## src/rtl/core/pba_pkg.sv

```systemverilog
package pba_pkg;

    localparam int MAX_PAGES_DEF = 16;

    localparam int PB_W       = 25;
    localparam int AL_W       = 17;
    localparam int MASK_W     = 16;
    localparam int ALN_W      = 26;
    localparam int SUM_W      = 27;
    localparam int OFF_OUT_W  = 24;
    localparam int IDX_OUT_W  = 4;
    localparam int STAT_W     = 2;

    localparam logic [PB_W-1:0]  PAGE_MIN    = 25'd256;
    localparam logic [PB_W-1:0]  PAGE_MAX    = 25'd16777216;
    localparam logic [PB_W-1:0]  PAGE_RST    = 25'd65536;
    localparam logic [ALN_W-1:0] FULL_MARGIN = 26'd256;

    typedef enum logic [STAT_W-1:0] {
        STAT_OK      = 2'd0,
        STAT_TOO_BIG = 2'd1,
        STAT_NO_PAGE = 2'd2
    } t_status;

    typedef enum logic {
        CMD_ALLOC = 1'b0,
        CMD_RESET = 1'b1
    } t_cmd;

    typedef enum logic [3:0] {
        ST_IDLE,
        ST_CLR,
        ST_SIZE,
        ST_FIT_MAIN,
        ST_MARGIN,
        ST_SCAN_RD,
        ST_SCAN_CHK,
        ST_DECIDE,
        ST_DONE
    } t_state;

    typedef struct packed {
        logic [PB_W-1:0]   base;
        logic [MASK_W-1:0] mask;
        logic [ALN_W-1:0]  addend;
    } t_fit_req;

    typedef struct packed {
        logic [ALN_W-1:0] aligned;
        logic [SUM_W-1:0] sum;
        logic             fit;
    } t_fit_rsp;

endpackage

```

## src/rtl/core/pba_fit_unit.sv

```systemverilog
module pba_fit_unit import pba_pkg::*; (
    input  logic [PB_W-1:0] i_page_bytes,
    input  t_fit_req        i_req,
    output t_fit_rsp        o_rsp
);

    logic [ALN_W-1:0] mask_ext;
    logic [ALN_W-1:0] aligned;
    logic [SUM_W-1:0] sum;

    always_comb begin
        mask_ext = {{(ALN_W-MASK_W){1'b0}}, i_req.mask};
        aligned  = ({1'b0, i_req.base} + mask_ext) & ~mask_ext;
        sum      = {1'b0, aligned} + {1'b0, i_req.addend};
        o_rsp.aligned = aligned;
        o_rsp.sum     = sum;
        o_rsp.fit     = (sum <= {{(SUM_W-PB_W){1'b0}}, i_page_bytes});
    end

endmodule

```

## src/rtl/core/paged_bump_allocator.sv

```systemverilog
// Paged bump allocator: carves aligned blocks out of up to MAX_PAGES pages of
// page_bytes bytes, each with its own bump offset held in a small one-port
// offset memory. One item is handled at a time by a sequencer around a single
// align/add/compare unit. An allocate that fits the main page passes the size
// step, which reads the main page offset, and the main-page fit check; an
// oversized request or the very first allocate ends after the size step. A
// miss adds a margin step, then scans the created pages, skipping those not
// available and reading and checking each available one until the first fit,
// and ends with a decision step. A reset-all item clears one page offset per
// cycle. A finished result sits in an output register; the next item is
// accepted only after the result has moved there. The configuration write is
// always ready and clamps page_bytes to 256 .. 16777216.
module paged_bump_allocator import pba_pkg::*; #(
    parameter int MAX_PAGES = MAX_PAGES_DEF
) (
    input  logic                 i_clk,
    input  logic                 i_rst_n,
    input  logic                 i_in_valid,
    output logic                 o_in_ready,
    input  logic                 i_command,
    input  logic [PB_W-1:0]      i_size_bytes,
    input  logic [AL_W-1:0]      i_alignment,
    output logic                 o_out_valid,
    input  logic                 i_out_ready,
    output logic [STAT_W-1:0]    o_status,
    output logic [IDX_OUT_W-1:0] o_page_index,
    output logic [OFF_OUT_W-1:0] o_byte_offset,
    output logic [PB_W-1:0]      o_granted_bytes,
    input  logic                 i_cfg_valid,
    output logic                 o_cfg_ready,
    input  logic [PB_W-1:0]      i_cfg_data
);

    localparam int IDX_W = $clog2(MAX_PAGES);
    localparam int CNT_W = $clog2(MAX_PAGES + 1);
    localparam logic [CNT_W-1:0] PAGE_CNT = CNT_W'(MAX_PAGES);

    t_state                r_state, n_state;
    logic [PB_W-1:0]       r_page_bytes;
    logic [PB_W-1:0]       r_size, n_size;
    logic [MASK_W-1:0]     r_mask, n_mask;
    logic [ALN_W-1:0]      r_asize, n_asize;
    logic [CNT_W-1:0]      r_idx, n_idx;
    logic [CNT_W-1:0]      r_created, n_created;
    logic [IDX_W-1:0]      r_main, n_main;
    logic                  r_main_valid, n_main_valid;
    logic [MAX_PAGES-1:0]  r_avail, n_avail;
    logic [MAX_PAGES-1:0]  r_full, n_full;
    logic                  r_found, n_found;
    logic [IDX_W-1:0]      r_fp, n_fp;
    logic [ALN_W-1:0]      r_fstart, n_fstart;
    logic [SUM_W-1:0]      r_fsum, n_fsum;
    t_status               r_res_status, n_res_status;
    logic [IDX_W-1:0]      r_res_page, n_res_page;
    logic [OFF_OUT_W-1:0]  r_res_off, n_res_off;
    logic [PB_W-1:0]       r_res_grant, n_res_grant;
    logic                  r_out_valid, n_out_valid;
    logic [STAT_W-1:0]     r_out_status, n_out_status;
    logic [IDX_OUT_W-1:0]  r_out_page, n_out_page;
    logic [OFF_OUT_W-1:0]  r_out_off, n_out_off;
    logic [PB_W-1:0]       r_out_grant, n_out_grant;

    logic [PB_W-1:0]       r_mem [MAX_PAGES];
    logic [PB_W-1:0]       r_rdata;
    logic                  mem_we, mem_re;
    logic [IDX_W-1:0]      mem_waddr, mem_raddr;
    logic [PB_W-1:0]       mem_wdata;

    t_fit_req              fit_req;
    t_fit_rsp              fit_rsp;

    logic [MASK_W-1:0]     in_mask;
    logic [MAX_PAGES-1:0]  rst_avail;
    logic [CNT_W-1:0]      last_page;
    logic                  in_acc;
    logic                  out_free;
    logic                  full_main;
    logic                  cm_en;
    logic [IDX_W-1:0]      cm_page;
    logic [ALN_W-1:0]      cm_start;
    logic [SUM_W-1:0]      cm_sum;
    logic [PB_W-1:0]       cfg_val;
    logic [IDX_W+IDX_OUT_W-1:0] page_ext;

    pba_fit_unit u_fit (
        .i_page_bytes (r_page_bytes),
        .i_req        (fit_req),
        .o_rsp        (fit_rsp)
    );

    assign o_in_ready      = (r_state == ST_IDLE);
    assign o_cfg_ready     = 1'b1;
    assign o_out_valid     = r_out_valid;
    assign o_status        = r_out_status;
    assign o_page_index    = r_out_page;
    assign o_byte_offset   = r_out_off;
    assign o_granted_bytes = r_out_grant;

    assign in_acc    = i_in_valid && o_in_ready;
    assign out_free  = !r_out_valid || i_out_ready;
    assign full_main = r_full[r_main];
    assign last_page = r_created - CNT_W'(1);
    assign page_ext  = {{IDX_OUT_W{1'b0}}, r_res_page};

    always_comb begin
        for (int k = 0; k < MASK_W; k++) begin
            in_mask[k] = |(i_alignment >> (k + 1));
        end
        for (int k = 0; k < MAX_PAGES; k++) begin
            rst_avail[k] = (CNT_W'(k) < last_page);
        end
    end

    always_comb begin
        if (i_cfg_data < PAGE_MIN) begin
            cfg_val = PAGE_MIN;
        end else if (i_cfg_data > PAGE_MAX) begin
            cfg_val = PAGE_MAX;
        end else begin
            cfg_val = i_cfg_data;
        end
    end

    always_comb begin
        fit_req.base   = r_rdata;
        fit_req.mask   = r_mask;
        fit_req.addend = r_asize;
        case (r_state)
            ST_SIZE: begin
                fit_req.base   = r_size;
                fit_req.addend = '0;
            end
            ST_MARGIN: begin
                fit_req.mask   = '0;
                fit_req.addend = FULL_MARGIN;
            end
            default: begin
            end
        endcase
    end

    always_comb begin
        n_state      = r_state;
        n_size       = r_size;
        n_mask       = r_mask;
        n_asize      = r_asize;
        n_idx        = r_idx;
        n_created    = r_created;
        n_main       = r_main;
        n_main_valid = r_main_valid;
        n_avail      = r_avail;
        n_full       = r_full;
        n_found      = r_found;
        n_fp         = r_fp;
        n_fstart     = r_fstart;
        n_fsum       = r_fsum;
        n_res_status = r_res_status;
        n_res_page   = r_res_page;
        n_res_off    = r_res_off;
        n_res_grant  = r_res_grant;
        n_out_valid  = r_out_valid;
        n_out_status = r_out_status;
        n_out_page   = r_out_page;
        n_out_off    = r_out_off;
        n_out_grant  = r_out_grant;

        mem_we    = 1'b0;
        mem_re    = 1'b0;
        mem_waddr = r_idx[IDX_W-1:0];
        mem_raddr = r_main;
        mem_wdata = '0;

        cm_en    = 1'b0;
        cm_page  = r_main;
        cm_start = fit_rsp.aligned;
        cm_sum   = fit_rsp.sum;

        if (r_out_valid && i_out_ready) begin
            n_out_valid = 1'b0;
        end

        case (r_state)
            ST_IDLE: begin
                if (in_acc) begin
                    n_size       = i_size_bytes;
                    n_mask       = in_mask;
                    n_res_status = STAT_OK;
                    n_res_page   = '0;
                    n_res_off    = '0;
                    n_res_grant  = '0;
                    n_idx        = '0;
                    if (i_command == CMD_RESET) begin
                        n_state = (r_created == '0) ? ST_DONE : ST_CLR;
                    end else begin
                        n_state = ST_SIZE;
                    end
                end
            end
            ST_CLR: begin
                mem_we    = 1'b1;
                mem_waddr = r_idx[IDX_W-1:0];
                mem_wdata = '0;
                if (r_idx == last_page) begin
                    n_full       = '0;
                    n_avail      = rst_avail;
                    n_main       = last_page[IDX_W-1:0];
                    n_main_valid = 1'b1;
                    n_state      = ST_DONE;
                end else begin
                    n_idx = r_idx + CNT_W'(1);
                end
            end
            ST_SIZE: begin
                n_asize = fit_rsp.aligned;
                if (!fit_rsp.fit) begin
                    n_res_status = STAT_TOO_BIG;
                    n_state      = ST_DONE;
                end else if (!r_main_valid) begin
                    if (r_created == PAGE_CNT) begin
                        n_res_status = STAT_NO_PAGE;
                    end else begin
                        cm_en        = 1'b1;
                        cm_page      = r_created[IDX_W-1:0];
                        cm_start     = '0;
                        cm_sum       = {1'b0, fit_rsp.aligned};
                        n_main       = r_created[IDX_W-1:0];
                        n_main_valid = 1'b1;
                        n_created    = r_created + CNT_W'(1);
                    end
                    n_state = ST_DONE;
                end else begin
                    mem_re    = 1'b1;
                    mem_raddr = r_main;
                    n_state   = ST_FIT_MAIN;
                end
            end
            ST_FIT_MAIN: begin
                if (fit_rsp.fit) begin
                    cm_en   = 1'b1;
                    cm_page = r_main;
                    n_state = ST_DONE;
                end else begin
                    n_state = ST_MARGIN;
                end
            end
            ST_MARGIN: begin
                if (!fit_rsp.fit) begin
                    n_full[r_main] = 1'b1;
                end
                n_idx   = '0;
                n_found = 1'b0;
                n_state = ST_SCAN_RD;
            end
            ST_SCAN_RD: begin
                if (r_idx >= r_created) begin
                    n_state = ST_DECIDE;
                end else if (r_avail[r_idx[IDX_W-1:0]]) begin
                    mem_re    = 1'b1;
                    mem_raddr = r_idx[IDX_W-1:0];
                    n_state   = ST_SCAN_CHK;
                end else begin
                    n_idx = r_idx + CNT_W'(1);
                end
            end
            ST_SCAN_CHK: begin
                if (fit_rsp.fit) begin
                    n_found  = 1'b1;
                    n_fp     = r_idx[IDX_W-1:0];
                    n_fstart = fit_rsp.aligned;
                    n_fsum   = fit_rsp.sum;
                    n_state  = ST_DECIDE;
                end else begin
                    n_idx   = r_idx + CNT_W'(1);
                    n_state = ST_SCAN_RD;
                end
            end
            ST_DECIDE: begin
                if (r_found) begin
                    if (!full_main) begin
                        n_avail[r_fp] = 1'b0;
                        n_main        = r_fp;
                    end
                    cm_en    = 1'b1;
                    cm_page  = r_fp;
                    cm_start = r_fstart;
                    cm_sum   = r_fsum;
                end else if (r_created == PAGE_CNT) begin
                    n_res_status = STAT_NO_PAGE;
                end else begin
                    if (!full_main) begin
                        n_main = r_created[IDX_W-1:0];
                    end
                    cm_en     = 1'b1;
                    cm_page   = r_created[IDX_W-1:0];
                    cm_start  = '0;
                    cm_sum    = {1'b0, r_asize};
                    n_created = r_created + CNT_W'(1);
                end
                n_state = ST_DONE;
            end
            ST_DONE: begin
                if (out_free) begin
                    n_out_valid  = 1'b1;
                    n_out_status = r_res_status;
                    n_out_page   = page_ext[IDX_OUT_W-1:0];
                    n_out_off    = r_res_off;
                    n_out_grant  = r_res_grant;
                    n_state      = ST_IDLE;
                end
            end
            default: begin
                n_state = ST_IDLE;
            end
        endcase

        if (cm_en) begin
            mem_we       = 1'b1;
            mem_waddr    = cm_page;
            mem_wdata    = cm_sum[PB_W-1:0];
            n_res_status = STAT_OK;
            n_res_page   = cm_page;
            n_res_off    = (cm_start[ALN_W-1:OFF_OUT_W] != '0) ? '1
                                                              : cm_start[OFF_OUT_W-1:0];
            n_res_grant  = r_size;
        end
    end

    always_ff @(posedge i_clk) begin
        if (!i_rst_n) begin
            r_state      <= ST_IDLE;
            r_page_bytes <= PAGE_RST;
            r_created    <= '0;
            r_main       <= '0;
            r_main_valid <= 1'b0;
            r_avail      <= '0;
            r_full       <= '0;
            r_out_valid  <= 1'b0;
        end else begin
            r_state      <= n_state;
            r_created    <= n_created;
            r_main       <= n_main;
            r_main_valid <= n_main_valid;
            r_avail      <= n_avail;
            r_full       <= n_full;
            r_out_valid  <= n_out_valid;
            if (i_cfg_valid && o_cfg_ready) begin
                r_page_bytes <= cfg_val;
            end
        end
    end

    always_ff @(posedge i_clk) begin
        r_size       <= n_size;
        r_mask       <= n_mask;
        r_asize      <= n_asize;
        r_idx        <= n_idx;
        r_found      <= n_found;
        r_fp         <= n_fp;
        r_fstart     <= n_fstart;
        r_fsum       <= n_fsum;
        r_res_status <= n_res_status;
        r_res_page   <= n_res_page;
        r_res_off    <= n_res_off;
        r_res_grant  <= n_res_grant;
        r_out_status <= n_out_status;
        r_out_page   <= n_out_page;
        r_out_off    <= n_out_off;
        r_out_grant  <= n_out_grant;
    end

    always_ff @(posedge i_clk) begin
        if (mem_we) begin
            r_mem[mem_waddr] <= mem_wdata;
        end
        if (mem_re) begin
            r_rdata <= r_mem[mem_raddr];
        end
    end

endmodule

```

## config.mk

```make
export PLATFORM = sky130hd
export DESIGN_NAME = paged_bump_allocator
export DESIGN_NICKNAME = d
export VERILOG_FILES = /design/src/rtl/core/pba_pkg.sv /design/src/rtl/core/pba_fit_unit.sv /design/src/rtl/core/paged_bump_allocator.sv
export SDC_FILE = /design/constraint.sdc
export NUM_CORES = 1
export LEC_CHECK = 0
export BUFFER_PORTS_ARGS = -buffer_cell sky130_fd_sc_hd__buf_2
export CAP_MARGIN = 20
export CORE_AREA = 3 3 263 265
export CTS_BUF_LIST = sky130_fd_sc_hd__clkbuf_16
export CTS_CLUSTER_SIZE = 40
export DETAILED_ROUTE_END_ITERATION = 16
export DIE_AREA = 0 0 266 268
export GPL_ROUTABILITY_DRIVEN = 0
export PLACE_DENSITY = 0.66
export SLEW_MARGIN = 20
export SYNTH_ARGS = -nofsm -noshare
export SYNTH_HDL_FRONTEND = slang
export SYNTH_SLANG_ARGS = --single-unit
```

## constraint.sdc

```tcl
create_clock -name i_clk -period 20.6 [get_ports i_clk]
set_input_delay 1.03 -clock i_clk [delete_from_list [all_inputs] [get_ports i_clk]]
set_output_delay 1.03 -clock i_clk [all_outputs]
set_load 0.03 [all_outputs]
```

==> implementation parameters <==
Parameter                              Value

Finish
  Number of nets in the final layout    2739
  N_diodes    0
  Leading cell types in the layout, fill and taps excluded    edfxtp_1, nand2_1, a21oi_1, buf_2, nor2_1
  Most common cell after layout, fill and taps aside    edfxtp_1
  Fin cells    3524
  Area growth from synthesis to layout    13.8%
  Area of all placed cells without fillers    38100 um^2
  Final core utilization    0.568
  Fraction of final layout cells with drive strength greater than 1    0.188

Global routing
  Wire length of the first global-routing pass    133 mm
  Gr usage total    0.246
  Antenna violations before repair    2
  Most Used Layer, Global Route    met2
  Met1 GRT Util    0.336
  Largest net degree at the start of global routing    101
  Total gr overflow    0
  Met3 Usage GRT    0.0362
  Vias in the first global route    21900
  Met2 track utilization from global routing    0.400

STA
  Period minus WS final    11.64 ns
  Worst Max-Slew Pin Slew    between 1 and 1.5 ns
  Worst hold slack    between 0.4 and 0.5 ns
  Setup TNS Final    0 ns
  Total count of max-transition violations in the final report    0
  Layout Skew    0.0349 ns
  Hold Violations, Final    0
  Setup repair after global routing missed its margin    no
  Ratio of final minimum period to clock period    0.565
  Count of endpoints failing setup in the final report    0
  Least setup slack across all paths after layout    8.96 ns
  Worst-case headroom to the max-slew limit    0.307
  Highest attainable clock frequency    85.9 MHz

Yosys
  Most used DFF post-synth    edfxtp_1
  Synth Area per Inst    13.6 um^2
  EDFF count, synth    661
  Share of synthesized area occupied by flip-flops and latches    0.637
  Cells after synthesis    2462
  Area of the mapped netlist    around 33000 um^2
  Number of synthesized register bits    between 700 and 800
  Number of nets in the synthesized netlist    between 2000 and 3000
  Yosys cell types    87
  Async set-reset flop share out of synthesis    0
  Number of warnings issued by yosys    0

Power and ir drop
  Largest voltage drop on the vdd net    ~57 uV
  PD cells    99.7 nW/um^2
  Static leakage power    approximately 14 nW
  Overall power after layout    3.80 mW

CTS
  Later-pin clock latency in the skew report    about 0.64 ns
  Total CTS buffers    77
  H-tree lvl count    3
  CTS Root Cell    clkbuf_16
  Post_cts resized    0
  Post-CTS Repair Setup Buffers    0
  Clock net sink count    735
  Clk slew on worst S/H paths    roughly 0.060 ns
  Count of hold buffers inserted by post-cts repair    0
  Maximum buffer depth of the clock tree    3
  Clock tree from TritonCTS    yes

Drt
  Antenna Nets Post-Route    0
  Per-cell via count in the routed design    6.23
  Detailed router's first-iteration violation count    2312
  WL/cell    about 25 um
  DR pass1 iterations    5
  Number of remaining DRC errors    0
  Via total after detailed routing    ~22000
  Total Routed Length    88.2 mm

Worst setup path
  Delay of the slowest cell on the worst path    about 0.86 ns
  Largest fanout on the critical path    45
  Type of the worst setup path    register to register
  Cell type with the highest occurrence count on the critical path    nand2_1
  Element type at the critical path start    register
  Arrival @ worst endpoint    11.95 ns
  Worst EP required    20.92 ns
  Crit. End Element    register
  Worst path slowest cell    a311oi_2

Place
  Minimum setup slack after placement    approximately 9.1 ns
  Standard cell area after detailed placement    35300 um^2
  Number of instances in the placed design    ~3400
  Buffers added on ports    about 130
  Estimated wirelength of the detail-placed design    56.5 mm

Floorplanning
  Total I/O pin count    131
  Core ar.    between 60000 and 70000 um^2
  Initial cell density of the core    0.499
  Die Y    268 um
  Std cell rows    95
  Area of the die    71300 um^2
  Die width    266 um

Outcome
  Run status    complete, no violations

Job
  Number of maximum-capacitance constraint violations    0

Min path
  Path category of the worst min-delay check    register to register
[final timing paths]
| check | startpoint | end | slack (ns) | cells after the start |
|---|---|---|---|---|
| setup reg to reg | r_state[0]$_SDFFE_PN0P_ | r_mem[4][7]$_DFFE_PP_ | 8.96 | 37 |
| hold / removal | r_res_grant[6]$_SDFFCE_PN0P_ | o_granted_bytes[6]$_DFFE_PP_ | 0.42 | 0 |
| setup / recovery | r_state[0]$_SDFFE_PN0P_ | r_mem[4][7]$_DFFE_PP_ | 8.96 | 37 |
| hold reg to reg | r_res_grant[6]$_SDFFCE_PN0P_ | o_granted_bytes[6]$_DFFE_PP_ | 0.42 | 0 |
[synth_stat cells, types with 12 or more instances]
master | instances | area, um^2
edfxtp_1 | 661 | 19800
nand2_1 | 223 | 837
a21oi_1 | 154 | 771
nor2_1 | 125 | 469
o21ai_0 | 110 | 551
mux4_2 | 109 | 2450
clkbuf_1 | 105 | 394
and2_1 | 96 | 601
ha_1 | 76 | 951
dfxtp_1 | 74 | 1480
inv_1 | 65 | 244
a31oi_1 | 45 | 282
a211oi_1 | 43 | 323
nand3_1 | 43 | 215
xnor2_1 | 41 | 359
nor3_1 | 38 | 190
a22oi_1 | 33 | 248
and3_1 | 31 | 194
mux2i_1 | 31 | 310
a21o_1 | 27 | 203
or3_1 | 24 | 150
buf_1 | 23 | 86.3
nor2b_1 | 22 | 138
nand2b_1 | 21 | 131
xor2_1 | 21 | 184
nand4_1 | 17 | 106
o21a_1 | 17 | 128
a21boi_0 | 15 | 113
or2_2 | 14 | 87.6
nor4_1 | 12 | 75.1
[layer usage]
metal  vias to the layer above  routed length (um)
met3                       176                7600
met2                      1095               42100
met4                         0                3510
met1                     11000               35000
li1                       9694                   -
met5                         -                   0
[layout make-up]
type,count,area (um^2)
clock inverters,65,835
fillers,5286,29000
flip-flops and latches,735,21300
repair buffers,186,1090
clock buffers,77,1930
inverters,67,251
multi-input cells,1521,11600
well taps,873,1090
[power breakdown]
group / total [mW] / internal (mW) / switching [mW]
logic: 0.578 / 0.198 / 0.380
clock network: 1.49 / 0.894 / 0.599
registers: 1.73 / 1.70 / 0.0295
total: 3.80 / 2.79 / 1.01
[flip-flops by register name, summed over array words and instances (netlist names), 24 cells and up]
register / cells
o_byte_offset: 24
r_fstart: 26
r_mem: 400
r_res_grant: 25
o_granted_bytes: 25
r_asize: 26
r_page_bytes: 25
r_res_off: 24
r_rdata: 25
r_size: 25
r_fsum: 25
[critical path, delay by kind of cell (launching register included)]
family | cells | cell delay [ns]
adder cells (fa/ha/maj) | 3 | 1.10
flip-flops | 1 | 0.66
AND/OR/NAND/NOR | 9 | 2.12
XOR/XNOR | 2 | 0.45
buffers and inverters | 4 | 1.47
AO/OA/AOI/OAI | 19 | 5.45
[cell families (layout without fill, tap and decap cells)]
| kind of cell | Yosys count | in the layout | synth area share |
|---|---|---|---|
| simple gates | 691 | 691 | 0.102 |
| flops | 735 | 735 | 0.637 |
| other cells | 1 | 1 | 0.000112 |
| compound gates | 539 | 539 | 0.104 |
| fa+ha+maj | 78 | 78 | 0.0296 |
| buf+inv | 206 | 395 | 0.0244 |
| xor+xnor | 63 | 63 | 0.0167 |
| mux | 149 | 149 | 0.0863 |
Note: power is estimated with default switching activity, not from simulation.
